### src/rtl/core/shtlp_pkg.sv
// Package for the linear-probe symbol hash table.
// Holds the table size, status codes and the item, slot and guard types.
// No dependencies.
package shtlp_pkg;

  localparam int SLOTS = 1024;
  localparam int IDX_W = $clog2(SLOTS);
  localparam int CNT_W = IDX_W + 1;
  localparam int HALF = SLOTS / 2;

  localparam logic [1:0] STATUS_INSERTED  = 2'd0;
  localparam logic [1:0] STATUS_FOUND     = 2'd1;
  localparam logic [1:0] STATUS_NOT_FOUND = 2'd2;
  localparam logic [1:0] STATUS_REFUSED   = 2'd3;

  localparam logic OP_FIND   = 1'b0;
  localparam logic OP_INSERT = 1'b1;

  typedef struct packed {
    logic        operation;
    logic [31:0] key_hash;
    logic [31:0] name_id;
    logic [7:0]  first_char;
    logic [15:0] name_length;
    logic [31:0] symbol_handle;
  } item_t;

  typedef struct packed {
    logic [31:0] hash;
    logic [31:0] name;
    logic [31:0] symbol;
  } slot_t;

  typedef struct packed {
    logic find_reject;
    logic insert_refuse;
  } guard_t;

endpackage

### src/rtl/core/shtlp_guard.sv
// Summary registers of the table: letter filter, longest name and entry count.
// Gives the early find rejection and insert refusal. Depends on shtlp_pkg.
module shtlp_guard (
  input  logic            clk,
  input  logic            rst_n,
  input  shtlp_pkg::item_t chk_item,
  input  shtlp_pkg::item_t upd_item,
  input  logic            upd_en,
  output shtlp_pkg::guard_t guard
);
  import shtlp_pkg::*;

  localparam logic [7:0] CHAR_A = 8'h61;
  localparam logic [7:0] CASE_BIT = 8'h20;

  logic [31:0]      filter_r, filter_nxt;
  logic [15:0]      longest_r, longest_nxt;
  logic [CNT_W-1:0] count_r, count_nxt;

  function automatic logic [5:0] letter_code(logic [7:0] c);
    logic [7:0] low;
    logic [7:0] diff;
    low  = c | CASE_BIT;
    diff = low - CHAR_A;
    return {(low >= CHAR_A) && (diff < 8'd32), diff[4:0]};
  endfunction

  logic [5:0] chk_code;
  logic [5:0] upd_code;

  assign chk_code = letter_code(chk_item.first_char);
  assign upd_code = letter_code(upd_item.first_char);

  always_comb begin
    guard.find_reject = (chk_code[5] && !filter_r[chk_code[4:0]]) ||
                        (chk_item.name_length > longest_r) ||
                        (chk_item.key_hash == 32'd0);
    guard.insert_refuse = (chk_item.key_hash == 32'd0) || (count_r >= CNT_W'(HALF));
  end

  always_comb begin
    filter_nxt  = filter_r;
    longest_nxt = longest_r;
    count_nxt   = count_r;
    if (upd_en) begin
      if (upd_code[5]) begin
        filter_nxt[upd_code[4:0]] = 1'b1;
      end
      if (upd_item.name_length > longest_r) begin
        longest_nxt = upd_item.name_length;
      end
      count_nxt = count_r + CNT_W'(1);
    end
  end

  always_ff @(posedge clk) begin
    if (!rst_n) begin
      filter_r  <= '0;
      longest_r <= '0;
      count_r   <= '0;
    end else begin
      filter_r  <= filter_nxt;
      longest_r <= longest_nxt;
      count_r   <= count_nxt;
    end
  end

endmodule

### config.mk
export PLATFORM = sky130hd
export DESIGN_NAME = shtlp_guard
export DESIGN_NICKNAME = d
export VERILOG_FILES = /design/src/rtl/core/shtlp_pkg.sv /design/src/rtl/core/shtlp_guard.sv
export SDC_FILE = /design/constraint.sdc
export NUM_CORES = 1
export LEC_CHECK = 0
export BUFFER_PORTS_ARGS = -buffer_cell sky130_fd_sc_hd__buf_2
export CAP_MARGIN = 20
export CORE_MARGIN = 5
export CORE_UTILIZATION = 25
export CTS_CLUSTER_SIZE = 16
export DETAILED_ROUTE_END_ITERATION = 16
export PLACE_DENSITY = 0.53
export SETUP_SLACK_MARGIN = 0.2
export SYNTH_ARGS = -nofsm -noshare
export SYNTH_HDL_FRONTEND = slang
export SYNTH_SLANG_ARGS = --single-unit
### constraint.sdc
create_clock -name clk -period 3 [get_ports clk]
set_clock_uncertainty 0.2 [all_clocks]
set_input_delay 0.3 -clock clk [delete_from_list [all_inputs] [get_ports clk]]
set_output_delay 0.3 -clock clk [all_outputs]
set_load 0.1 [all_outputs]
==> run_results.csv, run 1 <==
group,metric,value,unit
synth,ys_top_cells_by_area,"dfxtp_1 34%, ha_1 12%, mux4_1 6.0%, a21oi_1 5.0%, nor2b_1 4.5%",
synth,synth_top_family_by_area,"simple AND/OR/NAND/NOR gates",
min_path,hold_end,"longest_r[0]",
place,portBuffers,82,
clock_network,clockRootBuffer,"clkbuf_16",
synth,synth_most_common_cell,"dfxtp_1",
place,dp_hpwl,6746,um
cells_and_area,nets,764,
power_and_ir_drop,p_leak,1.803,nW
grt,grt_max_degree,39,
clock_network,post_cts_buffers,0,
synth,synthSimpleGateAreaFrac,23.91,%
synth,synth_compound_area_share,14.87,%
die,core-area,13770,um^2
clock_network,cts_hold_buffers,0,
cells_and_area,fillers,1461,
die,die_y,127.9,um
synth,syn_inst,401,
synth,netlist_area,3475,um^2
clock_network,cts_tree,"yes",
synth,synth.largest_area_cell,"dfxtp_1",
power_and_ir_drop,ir_worst_vdd,0.2608,mV
grt,antenna_found_initial,1,
cells_and_area,multi_input_area,2192,um^2
die,io_pins,247,
grt,grt_pass1_wl,14380,um
synth,ys.flop_type,"dfxtp_1",
synth,ys_seq_area_share,33.99,%
die,die-area,16360,um^2
clock_network,clk_pin_slew,0.05,ns
clock_network,h-tree-depth,3,
timing,rsz0062_at_grt,"true",
timing,min_period,2.937,ns
synth,yosys_warnings,0,
route,drc,0,
worst_setup_path,reg2reg_to,"longest_r[4]",
grt,grt.overflow.total,0,
timing,tns,0,ns
synth,synth_top_area_share,33.99,%
route,avgRoutedWirePerCell,12.88,um
synth,synth_mux_area_share,7.850,%
synth,yosys_register_bits,59,
grt,grt_pass1_vias,3098,
worst_setup_path,r2r_start,"longest_r[7]",
synth,ys_types,44,
cells_and_area,area_delta_synth_final,28.27,%
min_path,hold_start,"upd_item[32]",
worst_setup_path,startpoint_type,"flip-flop",
route,drt-initial-drc-count,173,
synth,synthXorXnorAreaFrac,2.521,%
worst_setup_path,critPathKind,"flip-flop to primary output",
die,initial_utilization,25.23,%
worst_setup_path,crit_arrival,2.44,ns
die,rows,43,
timing,maxSlewViolCount,0,
die,dieWidth,127.9,um
worst_setup_path,reg2reg_slack,0.65,ns
timing,setup_viol,0,
route,vias,3133,
route,wirelength,8632,um
timing,slew_headroom,57.90,%
synth,yosys-top-cells-count,"59 x dfxtp_1, 35 x a21oi_1, 34 x ha_1",
job,cap_violations,0,
clock_network,cts_sinks,59,
route,drt_pre_antenna_iters,4,
min_path,whs_path_depth,3,
route,ant_nets,0,
worst_setup_path,crit_fanout,2,
timing,worst-slew-pin-transition,0.6156,ns
synth,synth-async-reset-ratio,0,%
cells_and_area,seq_area,1182,um^2
worst_setup_path,critPathRequiredTime,2.50,ns
synth,synth-edff-count,0,
status,status,"completed",
route,via_per_inst,4.676,
cells_and_area,drive_gt1_share,24.49,%
synth,synthAdderAreaFrac,12.24,%
clock_network,clock_latency,0.32,ns
min_path,hold_path_class,"input pin to flip-flop",
place,routabilityCongestion,0.8390,
clock_network,cts_max_path_buffers,2,
power_and_ir_drop,power_density,475.5,nW/um^2
grt,track_usage,10.88,%
worst_setup_path,r2r_cells,9,
cells_and_area,fin_util,32.36,%
timing,fmax,340.5,MHz
synth,syn_avg_cell_area,8.665,um^2
timing,timing_hold_violations_final,0,
cells_and_area,antenna_cells,0,
clock_network,cts_made_buffers,9,
worst_setup_path,cp-end-kind,"primary output",
synth,synth_fp_nets,680,
power_and_ir_drop,total_power,2.119,mW
timing,finalCritPeriodShare,97.91,%
==> sequential cells by signal, summed over array words and instances (netlist names) <==
signal	flops
filter_r	32
longest_r	16
count_r	11
==> how the worst max path moves through the flow <==
| stage | start | to | slack, ns | cells past startpoint |
|---|---|---|---|---|
| floorplan | chk_item[48] | guard[1] | -0.06 | 9 |
| global placement | chk_item[41] | guard[1] | -0.05 | 10 |
| detailed placement | chk_item[33] | guard[1] | -0.03 | 10 |
| CTS | longest_r[1] | guard[1] | -0.17 | 10 |
| global route | longest_r[9] | guard[1] | -0.07 | 10 |
| finish | longest_r[1] | guard[1] | 0.06 | 10 |
==> worst max-delay path: stages, from the launching register on <==
cell and delay [ns]:
dfxtp_2 0.32, inv_2 0.07, ha_4 0.20, nor2b_4 0.12, o211ai_1 0.16, a21oi_1 0.11, o31a_1 0.32, o41ai_4 0.25
buf_4 0.16, nand4_1 0.17, buf_12 0.24
==> through the flow <==
| step | cells | setup WS (ns) | hold slack (ns) | instance area (um^2) |
|---|---|---|---|---|
| 3_5_place_dp | 654 | -0.03028 | 0.2426 | 4120 |
| 5_1_grt | 670 | -0.06859 | 0.04168 | 4457 |
| 6_report | 670 | 0.06278 | 0.01629 | 4457 |
| 4_1_cts | 670 | -0.1659 | 0.007230 | 4434 |
| 2_1_floorplan | 401 | -0.06041 | 0.2249 | 3498 |
| 3_3_place_gp | 654 | -0.04845 | 0.2373 | 4120 |
==> final cells by class <==
type,count,share of cell area (%)
multi-input cells,302,49.19
flip-flops and latches,59,26.53
repair buffers,91,11.06
clock buffers,11,5.446
well taps,180,5.053
inverters,22,1.853
clock inverters,5,0.8703
==> timing repair <==
| action | 4_1_cts | 5_1_grt |
|---|---|---|
| endpoints found under the setup margin | 1 | 1 |
| endpoints found under the hold margin | 0 | 0 |
| resized for setup | 5 | 5 |
| pin swaps | 4 | 6 |
==> cells in the final DEF (no fill, tap or decap), types with 9 or more instances in the layout <==
master and n:
nand2_1 32, nor4_1 11, a21oi_1 33, nand3_1 20, nor2b_1 24, ha_1 33
nand4_1 15, o21ai_0 21, buf_4 9, inv_1 21, nor2_1 22, clkbuf_16 9
o21a_1 10, buf_2 81, and2_1 9, dfxtp_1 58
==> kinds of logic (layout without fill, tap and decap cells) <==
kind of cell               Yosys count  after routing
muxes                               14             14
adders and majority gates           34             34
xor gates and xnor gates            10             10
buffers and inverters               40            129
and+or+nand+nor                    158            158
AOI/OAI and AO/OA                   86             86
DFF                                 59             59
==> report_power, final <==
group | switching [mW] | internal (mW) | total [mW]
logic | 0.194 | 0.160 | 0.354
clock network | 0.365 | 0.583 | 0.948
registers | 0.0113 | 0.806 | 0.817
==> routing by layer <==
metal	wire (um)	track usage, %	vias to the layer above
li1	-	-	1622
met1	3901	13.29	1463
met2	4277	18.67	35
met3	293	2.167	13
met4	159	4.494	0
met5	0	0	-
(Power assumes the default switching activity.)
==> run 2, diff against run 1 <==
--- a/constraint.sdc
+++ b/constraint.sdc
@@ -4,2 +4,2 @@
 set_output_delay 0.3 -clock clk [all_outputs]
-set_load 0.1 [all_outputs]
+set_load 0.02 [all_outputs]
==> run 2 against run 1 <==
  * Die area stayed put
  * Worst hold slack worse by 0.0019 ns
  * Global-route usage down 0.49 points
  * Sequential power about the same
  * Final cell count fell by 0.30%
  * Highest routed layer unchanged
  * Critical path depth stayed put
  * Maximum frequency barely moved
  * Design area is 0.22% lower
==> run_results.csv, run 2 (same netlist as run 1, synthesis figures left out) <==
group,metric,value,unit
cells_and_area,antenna_cells,0,
grt,grt_pass1_wl,13680,um
die,rows,43,
timing,finalCritPeriodShare,98.00,%
die,initial_utilization,25.23,%
power_and_ir_drop,p_leak,1.810,nW
place,dp_hpwl,6766,um
cells_and_area,fin_util,32.29,%
clock_network,clockRootBuffer,"clkbuf_16",
cells_and_area,largest_reg_flops,32,
clock_network,post_cts_buffers,0,
clock_network,clock_latency,0.33,ns
route,drc,0,
place,dp.cells,652,
cells_and_area,regMostFlops,"filter_r",
min_path,hold_path_class,"input pin to flip-flop",
route,drt_pre_antenna_iters,4,
clock_network,cts_resized,2,
worst_setup_path,cp-end-kind,"primary output",
place,portBuffers,82,
grt,antenna_found_initial,0,
power_and_ir_drop,power_density,507.1,nW/um^2
route,via_per_inst,4.608,
timing,timing_hold_violations_final,0,
worst_setup_path,critPathKind,"flip-flop to primary output",
clock_network,cts_made_buffers,9,
cells_and_area,final_area,4447,um^2
timing,slew_headroom,53.25,%
route,ant_nets,0,
grt,grt.overflow.total,0,
cells_and_area,top_regs,"filter_r x32, longest_r x16, count_r x11",
job,cap_violations,0,
status,status,"completed",
cells_and_area,fillers,1455,
cells_and_area,drive_gt1_share,22.13,%
cells_and_area,instances_no_fill,668,
die,die_y,127.9,um
die,dieWidth,127.9,um
clock_network,cts_max_path_buffers,2,
worst_setup_path,crit_arrival,2.44,ns
grt,grt_max_degree,43,
clock_network,cts_tree,"yes",
route,wirelength,8503,um
timing,maxSlewViolCount,0,
cells_and_area,final_common_cell,"buf_2",
worst_setup_path,critPathRequiredTime,2.50,ns
clock_network,h-tree-depth,3,
route,avgRoutedWirePerCell,12.73,um
place,routabilityCongestion,0.8252,
timing,rsz0062_at_grt,"true",
die,core-area,13770,um^2
cells_and_area,seq_area,1181,um^2
timing,fmax,340.1,MHz
cells_and_area,area_delta_synth_final,27.98,%
timing,worst-slew-pin-transition,0.7013,ns
timing,setup_viol,0,
route,vias,3078,
clock_network,cts_hold_buffers,0,
cells_and_area,nets,762,
power_and_ir_drop,ir_worst_vdd,0.3351,mV
place,placed_area,4098,um^2
die,io_pins,247,
route,drt-initial-drc-count,146,
grt,track_usage,10.40,%
timing,min_period,2.940,ns
cells_and_area,multi_input_area,2152,um^2
cells_and_area,mostFrequentLayoutCells,"81 x buf_2, 59 x dfxtp_1, 35 x a21oi_1",
grt,grt_pass1_vias,2981,
clock_network,clk_pin_slew,0.06,ns
clock_network,cts_sinks,59,
timing,fin_hold_ws,0.01438,ns
die,die-area,16360,um^2
worst_setup_path,startpoint_type,"flip-flop",
worst_setup_path,crit_fanout,2,
power_and_ir_drop,total_power,2.255,mW
## run 2: cell types whose count changed in the layout (fill, tap and decap cells not counted), sizes merged
cell    delta
buf        -2
bufinv     +2
clkinv     -3
inv        +1
## run 2: layout make-up
| class | instances | area share (%) |
|---|---|---|
| repair buffers | 89 | 10.75 |
| clock buffers | 11 | 5.459 |
| inverters | 22 | 1.857 |
| clock inverters | 5 | 1.913 |
| multi-input cells | 302 | 48.40 |
| well taps | 180 | 5.065 |
| flip-flops and latches | 59 | 26.56 |
## run 2: final timing paths
kind                                     from  slack, ns  cells past startpoint       endpoint
worst min-delay path             upd_item[32]       0.01                      3   longest_r[0]
worst max register to register  longest_r[14]       0.52                      8   longest_r[6]
worst max-delay path             longest_r[1]       0.06                     10       guard[1]
worst min register to register  longest_r[15]       0.25                      2  longest_r[15]
## run 2: metrics by stage
| step | setup TNS [ns] | setup slack, ns |
|---|---|---|
| finish | 0 | 0.06003 |
| detailed placement | 0 | 0.06061 |
| global route | -0.07961 | -0.07961 |
| floorplan | 0 | 0.2813 |
| global placement | 0 | 0.07943 |
| CTS | 0 | 0.02161 |
## run 2: metal layers
| layer | global-route usage (%) | vias to the layer above | share of wire (%) |
|---|---|---|---|
| li1 | - | 1615 | - |
| met1 | 12.29 | 1392 | 43 |
| met2 | 17.87 | 57 | 49 |
| met3 | 3.167 | 14 | 5.6 |
| met4 | 3.558 | 0 | 2.1 |
| met5 | 0 | - | 0 |
## run 2: worst max-delay path: stages, from the launching register on
cell,delay [ns]
dfxtp_1,0.32
inv_1,0.06
ha_1,0.29
nor2b_1,0.14
o211ai_1,0.15
a21oi_1,0.10
o31a_1,0.33
o41ai_4,0.28
buf_4,0.17
nand4_1,0.10
buf_4,0.19
## run 2: power by group
| group | switching (mW) | internal [mW] |
|---|---|---|
| logic | 0.174 | 0.149 |
| clock network | 0.362 | 0.753 |
| registers | 0.0114 | 0.806 |
==> run 3, diff against run 2 <==
- REMOVE_ABC_BUFFERS: not set -> 1
==> run 3 against run 2 <==
  * Total power is 4.2% lower
  * Clock power down 8%
  * Critical endpoint unchanged
  * Sequential power is essentially flat
  * Design area shrank 1.2%
  * Register-to-register slack lost 0.11 ns
  * Via count is 1.6% higher
==> run_results.csv, run 3 (same netlist as run 1, synthesis figures left out) <==
group,metric,value,unit
status,status,"completed",
worst_setup_path,startpoint_type,"input pin",
grt,track_usage,11.31,%
worst_setup_path,crit_buf_inv,3,
worst_setup_path,cp_cell_sequence,"buf_2, inv_1, ha_1, mux4_1, mux2_2, nor3_1, a311oi_1, nand4_1, buf_2",
die,die-area,16360,um^2
worst_setup_path,crit_arrival,2.29,ns
clock_network,cts_max_path_buffers,2,
min_path,hold_path_class,"input pin to flip-flop",
timing,setup_viol,0,
cells_and_area,drive_gt1_share,22.13,%
clock_network,cts_hold_buffers,0,
route,ant_nets,0,
grt,grt_max_degree,30,
cells_and_area,mostFrequentLayoutCells,"82 x buf_2, 59 x dfxtp_1, 35 x a21oi_1",
route,vias,3127,
grt,grt.overflow.total,0,
cells_and_area,largest_reg_flops,32,
route,wirelength,8842,um
cells_and_area,area_delta_synth_final,26.47,%
timing,finalCritPeriodShare,93.07,%
worst_setup_path,r2r_cells,9,
clock_network,cts_made_buffers,9,
cells_and_area,top_regs,"filter_r x32, longest_r x16, count_r x11",
clock_network,cts_tree,"yes",
place,dp_hpwl,6952,um
place,portBuffers,82,
die,core-area,13770,um^2
place,routabilityCongestion,0.7833,
die,io_pins,247,
clock_network,post_cts_buffers,0,
worst_setup_path,crit_path_top_delay_cell,"mux4_1",
cells_and_area,nets,762,
clock_network,clockRootBuffer,"clkbuf_16",
timing,tns,0,ns
worst_setup_path,cp_top_family,"multiplexers",
timing,slew_headroom,57.01,%
grt,grt_pass1_vias,3213,
power_and_ir_drop,power_density,491.5,nW/um^2
worst_setup_path,crit_fanout,5,
die,die_y,127.9,um
route,drc,0,
timing,maxSlewViolCount,0,
route,avgRoutedWirePerCell,13.24,um
die,initial_utilization,25.23,%
worst_setup_path,slowest_delay,0.59,ns
timing,fmax,358.1,MHz
grt,grt_pass1_wl,15060,um
worst_setup_path,critPathRequiredTime,2.50,ns
worst_setup_path,cp-end-kind,"primary output",
worst_setup_path,cpMostUsedCell,"buf_2",
worst_setup_path,reg2reg_to,"longest_r[9]",
clock_network,cts_sinks,59,
route,drt_pre_antenna_iters,4,
cells_and_area,antenna_cells,0,
route,via_per_inst,4.681,
worst_setup_path,cp-endpoint,"guard[1]",
clock_network,clock_latency,0.33,ns
worst_setup_path,reg2reg_slack,0.41,ns
timing,worst-slew-pin-transition,0.6286,ns
power_and_ir_drop,p_leak,1.786,nW
die,dieWidth,127.9,um
timing,min_period,2.792,ns
cells_and_area,fin_util,31.90,%
timing,rsz0062_at_grt,"true",
job,cap_violations,0,
timing,timing_hold_violations_final,0,
cells_and_area,final_common_cell,"buf_2",
worst_setup_path,crit_path_start,"chk_item[48]",
worst_setup_path,critPathKind,"input pin to primary output",
worst_setup_path,r2r_start,"longest_r[7]",
worst_setup_path,cp_num_cells,9,
route,drt-initial-drc-count,145,
power_and_ir_drop,ir_worst_vdd,0.1940,mV
clock_network,clk_pin_slew,0.05,ns
cells_and_area,regMostFlops,"filter_r",
clock_network,h-tree-depth,3,
die,rows,43,
grt,antenna_found_initial,0,
## run 3: worst min-delay path by stage
| stage | cells past startpoint | from | endpoint |
|---|---|---|---|
| after floorplan | 1 | rst_n | filter_r[7] |
| after global placement | 2 | longest_r[15] | longest_r[15] |
| after detailed placement | 1 | filter_r[31] | filter_r[31] |
| after CTS | 3 | upd_item[45] | longest_r[13] |
| after global routing | 3 | upd_item[32] | longest_r[0] |
| final | 3 | upd_item[45] | longest_r[13] |
## run 3: layout make-up
| type | count | area (um^2) |
|---|---|---|
| clock buffer | 12 | 246.5 |
| timing repair buffer | 89 | 462.9 |
| inverter | 22 | 82.58 |
| multi-input combinational | 302 | 2146 |
| clock inverter | 4 | 50.05 |
| tap | 180 | 225.2 |
| sequential | 59 | 1181 |
| fill | 1471 | 9379 |
## run 3: metrics by stage
step | cells | total power [mW] | area (um^2) | setup slack, ns | hold WS [ns]
finish | 668 | 2.160 | 4394 | 0.2078 | 0.01320
global route | 668 | 2.287 | 4394 | 0.09815 | 0.02725
CTS | 668 | 2.194 | 4389 | 0.1604 | 0.004726
detailed placement | 652 | 1.150 | 4085 | 0.1641 | 0.2488
global placement | 652 | 1.142 | 4085 | 0.1707 | 0.2380
floorplan | 383 | 1.002 | 3397 | 0.5489 | 0.2175
## run 3: power by group
group          internal [mW]  leakage [nW]  total [mW]  switching (mW)
Sequential             0.806         0.478       0.817          0.0112
Combinational          0.144          1.17       0.318           0.174
Clock                  0.664         0.139        1.02           0.361
Total                   1.61          1.79        2.16           0.546
## run 3: per-layer routing
layer  global-route usage (%)  vias to the layer above  wire (um)
met2                    18.33                       48       4245
met1                    14.51                     1459       4068
met4                    3.808                        0        144
met5                        0                        -          0
met3                    3.125                       12        384
li1                         -                     1608          -
## run 3: worst min-delay path, cell delays in order
cell,delay (ns)
buf_2,0.09
nand3_1,0.05
o21ai_0,0.06
## run 3: what timing repair did
action / 4_1_cts / 5_1_grt
setup endpoints to repair: 1 / 13
pin swaps: 0 / 1
gates resized for setup: 1 / 1
